--- config.mk ---
export PLATFORM = sky130hd
export DESIGN_NAME = utf8_segment_validator_top
export DESIGN_NICKNAME = d
export VERILOG_FILES = /design/src/design/u8sv_pkg.sv /design/src/design/u8sv_core.sv /design/src/design/utf8_segment_validator_top.sv
export SDC_FILE = /design/constraint.sdc
export NUM_CORES = 1
export LEC_CHECK = 0
export BUFFER_PORTS_ARGS = -buffer_cell sky130_fd_sc_hd__buf_2
export CAP_MARGIN = 30
export CORE_MARGIN = 2
export CORE_UTILIZATION = 30
export DETAILED_ROUTE_END_ITERATION = 10
export PLACE_DENSITY_LB_ADDON = 0.25
export SYNTH_ARGS = -nofsm -noshare
export SYNTH_HDL_FRONTEND = slang
export SYNTH_SLANG_ARGS = --single-unit
--- constraint.sdc ---
create_clock -name clk -period 1.9 [get_ports clk]
set_input_delay 0.285 -clock clk [delete_from_list [all_inputs] [get_ports clk]]
set_output_delay 0.285 -clock clk [all_outputs]
set_load 0.1 [all_outputs]
--- src/design/u8sv_pkg.sv ---
// Shared types and constants for the UTF-8 segment validator.
// Holds the status codes, sequence classes and byte/code point limits.
// No dependencies.
`default_nettype none

package u8sv_pkg;

	// Per-byte result code
	typedef enum logic [1:0] {
		ST_RUNNING = 2'd0,
		ST_VALID   = 2'd1,
		ST_INVALID = 2'd2
	} status_t;

	// Length class of the sequence being assembled; sets the overlong floor
	typedef enum logic [1:0] {
		CLS_NONE = 2'd0,
		CLS_2B   = 2'd1,
		CLS_3B   = 2'd2,
		CLS_4B   = 2'd3
	} cls_t;

	localparam int unsigned CP_W = 21;

	// Forbidden single bytes
	localparam logic [7:0] BYTE_NUL = 8'h00;
	localparam logic [7:0] BYTE_LF  = 8'h0A;
	localparam logic [7:0] BYTE_CR  = 8'h0D;

	// Lead byte ranges
	localparam logic [7:0] LEAD2_LO = 8'hC2;
	localparam logic [7:0] LEAD2_HI = 8'hDF;
	localparam logic [7:0] LEAD3_LO = 8'hE0;
	localparam logic [7:0] LEAD3_HI = 8'hEF;
	localparam logic [7:0] LEAD4_LO = 8'hF0;
	localparam logic [7:0] LEAD4_HI = 8'hF4;

	// Continuation byte tag in the top two bits
	localparam logic [1:0] CONT_TAG = 2'b10;

	// Code point limits
	localparam logic [CP_W-1:0] CP_MAX    = 21'h10FFFF;
	localparam logic [CP_W-1:0] CP_SUR_LO = 21'h00D800;
	localparam logic [CP_W-1:0] CP_SUR_HI = 21'h00DFFF;

	// Smallest code point that a sequence of the given class may encode
	function automatic logic [CP_W-1:0] class_min(input cls_t cls);
		logic [CP_W-1:0] m;
		unique case (cls)
			CLS_2B:   m = 21'h000080;
			CLS_3B:   m = 21'h000800;
			CLS_4B:   m = 21'h010000;
			default:  m = '0;
		endcase
		return m;
	endfunction

endpackage

`default_nettype wire

--- src/design/u8sv_core.sv ---
// Decoder state and per-byte check for the UTF-8 segment validator.
// Updates the sequence state on each step and reports the byte's status.
// Depends on u8sv_pkg.
`default_nettype none

module u8sv_core
	import u8sv_pkg::*;
(
	input  wire logic       clk,
	input  wire logic       arst_n,
	input  wire logic       step,       // one byte is consumed this cycle
	input  wire logic [7:0] data_byte,
	input  wire logic       seg_last,
	output status_t         status
);

	logic [1:0]      pend_q, pend_d, pend_dec;
	logic [CP_W-1:0] acc_q, acc_d, cp_cont;
	cls_t            cls_q, cls_d;
	logic            err_q, err_d;
	logic            brk;

	// Next state for one byte
	always_comb begin
		brk      = 1'b0;
		pend_d   = pend_q;
		acc_d    = acc_q;
		cls_d    = cls_q;
		cp_cont  = {acc_q[CP_W-7:0], data_byte[5:0]};
		pend_dec = pend_q - 2'd1;
		if (!err_q) begin
			if (pend_q == 2'd0) begin
				priority if (data_byte == BYTE_NUL || data_byte == BYTE_CR ||
				             data_byte == BYTE_LF) begin
					brk = 1'b1;
				end else if (!data_byte[7]) begin
					brk = 1'b0;
				end else if (data_byte >= LEAD2_LO && data_byte <= LEAD2_HI) begin
					pend_d = 2'd1;
					acc_d  = {{(CP_W-5){1'b0}}, data_byte[4:0]};
					cls_d  = CLS_2B;
				end else if (data_byte >= LEAD3_LO && data_byte <= LEAD3_HI) begin
					pend_d = 2'd2;
					acc_d  = {{(CP_W-4){1'b0}}, data_byte[3:0]};
					cls_d  = CLS_3B;
				end else if (data_byte >= LEAD4_LO && data_byte <= LEAD4_HI) begin
					pend_d = 2'd3;
					acc_d  = {{(CP_W-3){1'b0}}, data_byte[2:0]};
					cls_d  = CLS_4B;
				end else begin
					// C0, C1, F5-FF or a stray continuation byte
					brk = 1'b1;
				end
			end else if (data_byte[7:6] != CONT_TAG) begin
				brk = 1'b1;
			end else begin
				acc_d  = cp_cont;
				pend_d = pend_dec;
				// sequence complete: overlong, range and surrogate checks
				if (pend_dec == 2'd0) begin
					brk = (cp_cont < class_min(cls_q)) || (cp_cont > CP_MAX) ||
					      (cp_cont >= CP_SUR_LO && cp_cont <= CP_SUR_HI);
				end
			end
		end
		// segment ending inside a sequence is rejected too
		err_d = err_q | brk | (seg_last && pend_d != 2'd0);
	end

	// Status of this byte
	always_comb begin
		if (err_d) begin
			status = ST_INVALID;
		end else if (seg_last) begin
			status = ST_VALID;
		end else begin
			status = ST_RUNNING;
		end
	end

	// State registers; all clear after the last byte of a segment
	always_ff @(posedge clk or negedge arst_n) begin
		if (!arst_n) begin
			pend_q <= 2'd0;
			acc_q  <= '0;
			cls_q  <= CLS_NONE;
			err_q  <= 1'b0;
		end else if (step) begin
			if (seg_last) begin
				pend_q <= 2'd0;
				acc_q  <= '0;
				cls_q  <= CLS_NONE;
				err_q  <= 1'b0;
			end else begin
				pend_q <= pend_d;
				acc_q  <= acc_d;
				cls_q  <= cls_d;
				err_q  <= err_d;
			end
		end
	end

	// Segment end leaves a clean state
	a_clear_after_last: assert property (@(posedge clk) disable iff (!arst_n)
		step && seg_last |=> pend_q == 2'd0 && !err_q)
		else $error("state not cleared after segment end");

	// Pending count never exceeds the length class of the open sequence
	a_pend_le_cls: assert property (@(posedge clk) disable iff (!arst_n)
		pend_q <= cls_q)
		else $error("pending count exceeds sequence class");

	// Valid status only on a segment's last byte
	a_valid_only_last: assert property (@(posedge clk) disable iff (!arst_n)
		step && !seg_last |-> status != ST_VALID)
		else $error("valid status before segment end");

	// A latched rejection reports invalid until the segment ends
	a_err_sticky: assert property (@(posedge clk) disable iff (!arst_n)
		step && err_q |-> status == ST_INVALID)
		else $error("latched rejection not reported");

endmodule

`default_nettype wire

--- src/design/utf8_segment_validator_top.sv ---
// Top level of the UTF-8 segment validator: stream ports, input and
// result registers around the per-byte check.
// Depends on u8sv_pkg and u8sv_core.
//
// Usage:
//   The slave channel (s_*) takes one byte of a text segment per request,
//   with s_tlast on the segment's final byte. The master channel (m_*)
//   returns one result per byte: the status in m_tdata and the echoed end
//   marker in m_tlast. Status is 0 while the segment is fine so far, 1 on
//   the final byte of a valid segment, 2 from the first offending byte on.
//   The byte is first registered in the input register, then checked
//   against the decoder state and registered in the result register.
//   Throughput is one byte per cycle while the receiver does not stall;
//   the decoder state update is a single short compare/shift step per byte.
//   When the receiver stalls, the result register holds and the input
//   register still takes one more byte; then s_tready drops until m_tready
//   returns. No request is lost or repeated.
//   Reset clears the valid flags and the decoder state, so the first byte
//   after reset starts a new segment.
`default_nettype none

module utf8_segment_validator_top
	import u8sv_pkg::*;
(
	input  wire logic       clk,
	input  wire logic       arst_n,
	input  wire logic       s_tvalid,
	output logic            s_tready,
	input  wire logic [7:0] s_tdata,    // [7:0] data_byte
	input  wire logic       s_tlast,    // segment_last
	output logic            m_tvalid,
	input  wire logic       m_tready,
	output logic [7:0]      m_tdata,    // [1:0] status, [7:2] zero
	output logic            m_tlast     // segment_end
);

	logic       valid_s1, last_s1;
	logic [7:0] byte_s1;
	logic       valid_s2, end_s2;
	status_t    status_s2, status_c;
	logic       out_free, adv;

	// Pipeline control
	assign out_free = !valid_s2 || m_tready;
	assign adv      = valid_s1 && out_free;
	assign s_tready = !valid_s1 || out_free;

	// Input register
	always_ff @(posedge clk or negedge arst_n) begin
		if (!arst_n) begin
			valid_s1 <= 1'b0;
		end else if (s_tready) begin
			valid_s1 <= s_tvalid;
		end
	end

	always_ff @(posedge clk) begin
		if (s_tready && s_tvalid) begin
			byte_s1 <= s_tdata;
			last_s1 <= s_tlast;
		end
	end

	u8sv_core u_core (
		.clk       (clk),
		.arst_n    (arst_n),
		.step      (adv),
		.data_byte (byte_s1),
		.seg_last  (last_s1),
		.status    (status_c)
	);

	// Result register
	always_ff @(posedge clk or negedge arst_n) begin
		if (!arst_n) begin
			valid_s2 <= 1'b0;
		end else if (out_free) begin
			valid_s2 <= valid_s1;
		end
	end

	always_ff @(posedge clk) begin
		if (adv) begin
			status_s2 <= status_c;
			end_s2    <= last_s1;
		end
	end

	assign m_tvalid = valid_s2;
	assign m_tdata  = {6'd0, status_s2};
	assign m_tlast  = end_s2;

	// Input side only stalls when both stages are full and output is blocked
	a_ready_stall: assert property (@(posedge clk) disable iff (!arst_n)
		!s_tready |-> valid_s1 && valid_s2 && !m_tready)
		else $error("input stalled without a full pipeline");

	// A byte that cannot advance stays in the input register
	a_s1_hold: assert property (@(posedge clk) disable iff (!arst_n)
		valid_s1 && !out_free |=> valid_s1 && $stable(byte_s1) && $stable(last_s1))
		else $error("input register lost a byte");

	// Every advancing byte lands in the result register
	a_s2_load: assert property (@(posedge clk) disable iff (!arst_n)
		adv |=> valid_s2)
		else $error("result register missed a byte");

endmodule

`default_nettype wire
==> results.md <==
* Pwr dens at 1119 mW/mm²
* Final non-filler cell total at 297
* Switching Share at 0.3877
* Post-Route WL at 4230 µm
* First-pass DRT Iterations at 4
* Core Util, Final at 0.3969
* Input/output buffers at 17
* Sequential-to-total area share from yosys stat at 0.5038
* Avg Inst Size Synth at 10.57 µm²
* CP max stage cell: or4_4
* Initial Util at 0.3072
* Layout cells sized above 1 at 0.3288
* Tmin final at 1.924 ns
* P&R area growth vs syn at 29.20%
* Flops & latches, synth at 34
* Vias/cell at 5.125
* Flop pwr share at 0.387
* Number of synthesis warnings at 0
* Main synth FF type: dfrtp_1
* Antenna violations before repair at 0
* Most frequent cells in the layout: buf_4 (33), dfrtp_1 (21), buf_2 (17)
* Worst Setup Start Kind: flop
* Total gr overflow at 0
* Largest net degree at the start of global routing at 23
* CTS Sinks at 34
* Crit path max fanout at 3
* H-Tree Level Count at 2
* Root Buffer: clkbuf_8
* Tcrit/Tclk final at 1.013
* Internal at 1.601 mW
* R2r worst-path depth at 5
* Number of global-route vias before repair at 1,411
* Number of synthesized flops with an enable pin at 12
* Worst skew pair latency at 0.29 ns
* Die width at 81.63 µm
* Gpl congestion at 0.8411
* Clk slew on worst S/H paths at 0.08 ns
* Pleak at 1.031 nW
* Sw Pwr at 1.014 mW
* GRT Overall Usage at 0.1416
* Nets@finish at 238
* Global-route wire length before repair at 7010 µm
* # diodes at 0
* Setup WS pre-CTS at -0.06927 ns
* Vias at 1,522
* Clock Path Buffers at 2
* Final ANT Viol Nets at 0
* Height of the die at 81.63 µm
* Max-slew violation count at 0
* RSZ-0062 raised after global routing: true
* Final setup viols at 1
* WL/cell at 14.24 µm
* Most common cell after layout, fill and taps aside: buf_4
* Critical Path AT at 1.98 ns
* Critical Path Sink Type: flop
* Post-synthesis instance total at 171
* Hold Fails Final Rpt at 0
* Final WS setup at -0.02438 ns
* Worst-margin pin slew at 0.5067 ns
* Share of synthesized registers carrying an async set or reset at 0.6471
* Die area at 0.006663 mm²
* Placed insts at 286
* Critical Path RT at 1.95 ns
* Core box area at 0.005886 mm²
* Hold WS at 0.1657 ns
* Num CTS Buffers at 5
* Failing checks: negative setup slack
* Crit-path cells: or4_4 -> or3_4 -> a31oi_2 -> nor4_2 -> and3_1
* DRT iter0 DRCs at 110
* CP max stage delay at 0.54 ns
* Peak VDD IR at 0.4919 mV
* Netlist cell types at 52
* Worst hold stages at 1
* FMAX at 0.5196 GHz
* # IOs at 24
* Gate power share at 0.418
* Worst clock skew at 0.01007 ns
* CTS tree: done
* Hold Crit Class: input pin to flop
* Clk pwr share at 0.195
* CP Class: flop to flop
* Residual DRC at 0
* Outcome: complete, but fails checks
* Slew HR at 0.6622
* FP Rows at 28
* Max Cap Viol at 0
* Hpwl dp at 3121 µm
* Syn Std Cell Area at 0.001808 mm²
==> Yosys cell counts (2+ instances only) <==
cell | n | share of area
a31oi_1 | 2 | 0.0069
nor4_1 | 3 | 0.010
nand3b_1 | 3 | 0.012
mux2i_1 | 2 | 0.011
o211ai_1 | 4 | 0.017
buf_2 | 4 | 0.011
and3_1 | 3 | 0.010
nor3_1 | 2 | 0.0055
nand2b_1 | 5 | 0.017
nor2_1 | 7 | 0.015
nand3_1 | 9 | 0.025
dfrtp_1 | 22 | 0.30
a22o_1 | 9 | 0.044
buf_4 | 7 | 0.029
or3_1 | 2 | 0.0069
nand4b_1 | 5 | 0.024
edfxtp_1 | 12 | 0.20
inv_1 | 6 | 0.012
clkbuf_1 | 2 | 0.0042
a21oi_1 | 6 | 0.017
nand2_1 | 14 | 0.029
ha_1 | 4 | 0.028
o21ai_0 | 9 | 0.025
==> power groups by stage <==
stage               sequential [mW]  clock (mW)  combinational, mW
global placement               1.02           0               1.02
detailed placement             1.02           0               1.02
CTS                            1.01       0.523               1.05
finish                         1.01       0.510               1.09
floorplan                      1.13           0              0.575
global route                   1.03       0.557               1.20
==> logic make-up (layout without fill, tap and decap cells) <==
logic type,count (synthesis),in the layout,share of synthesized area
xor gates and xnor gates,1,1,0.004845
DFF,34,34,0.5038
other,1,6,0.002074
muxes,2,2,0.01107
buffers and inverters,21,67,0.06505
adders and majority gates,4,4,0.02768
AOI/OAI and AO/OA,44,44,0.1806
and+or+nand+nor,64,64,0.2049
==> sequential cells by signal, summed over array words and instances (netlist names) <==
register and cells:
u_core.acc_q 15, u_core.pend_q 2, m_tlast 1, valid_s1 1
m_tvalid 1, last_s1 1, u_core.err_q 1, byte_s1 8
u_core.cls_q 2, status_s2 2
==> metrics by stage <==
| step | power (mW) | setup TNS (ns) | instance area [µm²] |
|---|---|---|---|
| 6_report | 2.615 | -0.02438 | 2336 |
| 5_1_grt | 2.790 | -0.6770 | 2336 |
| 4_1_cts | 2.581 | -0.03474 | 2278 |
| 3_5_place_dp | 2.041 | -0.1216 | 2180 |
| 3_3_place_gp | 2.033 | -0.05364 | 2180 |
| 2_1_floorplan | 1.710 | -2.477 | 1839 |
==> path summary, 6_finish.rpt <==
kind                                         startpoint                      endpoint  slack (ns)
setup reg to reg           u_core.acc_q[13]$_DFFE_PN0P_    status_s2[0]$_SDFFCE_PP0P_       -0.02
hold / removal                               s_tdata[6]          byte_s1[6]$_DFFE_PP_        0.17
hold reg to reg                    valid_s1$_DFFE_PN0N_          m_tvalid$_DFFE_PN0P_        0.50
min in group asynchronous                        arst_n  u_core.pend_q[1]$_DFFE_PN0P_        0.50
max in group asynchronous                        arst_n          m_tvalid$_DFFE_PN0P_        1.00
setup / recovery           u_core.acc_q[13]$_DFFE_PN0P_    status_s2[0]$_SDFFCE_PP0P_       -0.02
==> repair_timing <==
item	CTS	global route
pin swaps	3	2
cloned	0	0
buffers inserted	0	2
hold buffers	1	0
endpoints found under the hold margin	22	0
gates resized for setup	3	7
setup endpoints to repair	12	16
==> layout make-up <==
cell class,count,area [µm²]
fill,585,3550
sequential,34,914.6
clock buffer,5,68.82
multi-input combinational,121,858.3
inverter,7,26.28
tap,75,93.84
clock inverter,3,11.26
timing repair buffer,52,362.8
==> critical path: cells and delay by family (launching register included) <==
kind,cells,cell delay (ns)
flip-flops,1,0.38
AO/OA/AOI/OAI,1,0.19
AND/OR/NAND/NOR,4,1.13
==> routing by layer <==
layer	routed length (µm)	GRT usage	up-vias
met5	0	0	-
met3	162	0.02967	6
met1	2043	0.2019	746
li1	-	-	735
met4	59	0.05000	0
met2	1964	0.2123	35
No activity file was read; power rests on OpenSTA's default activity.
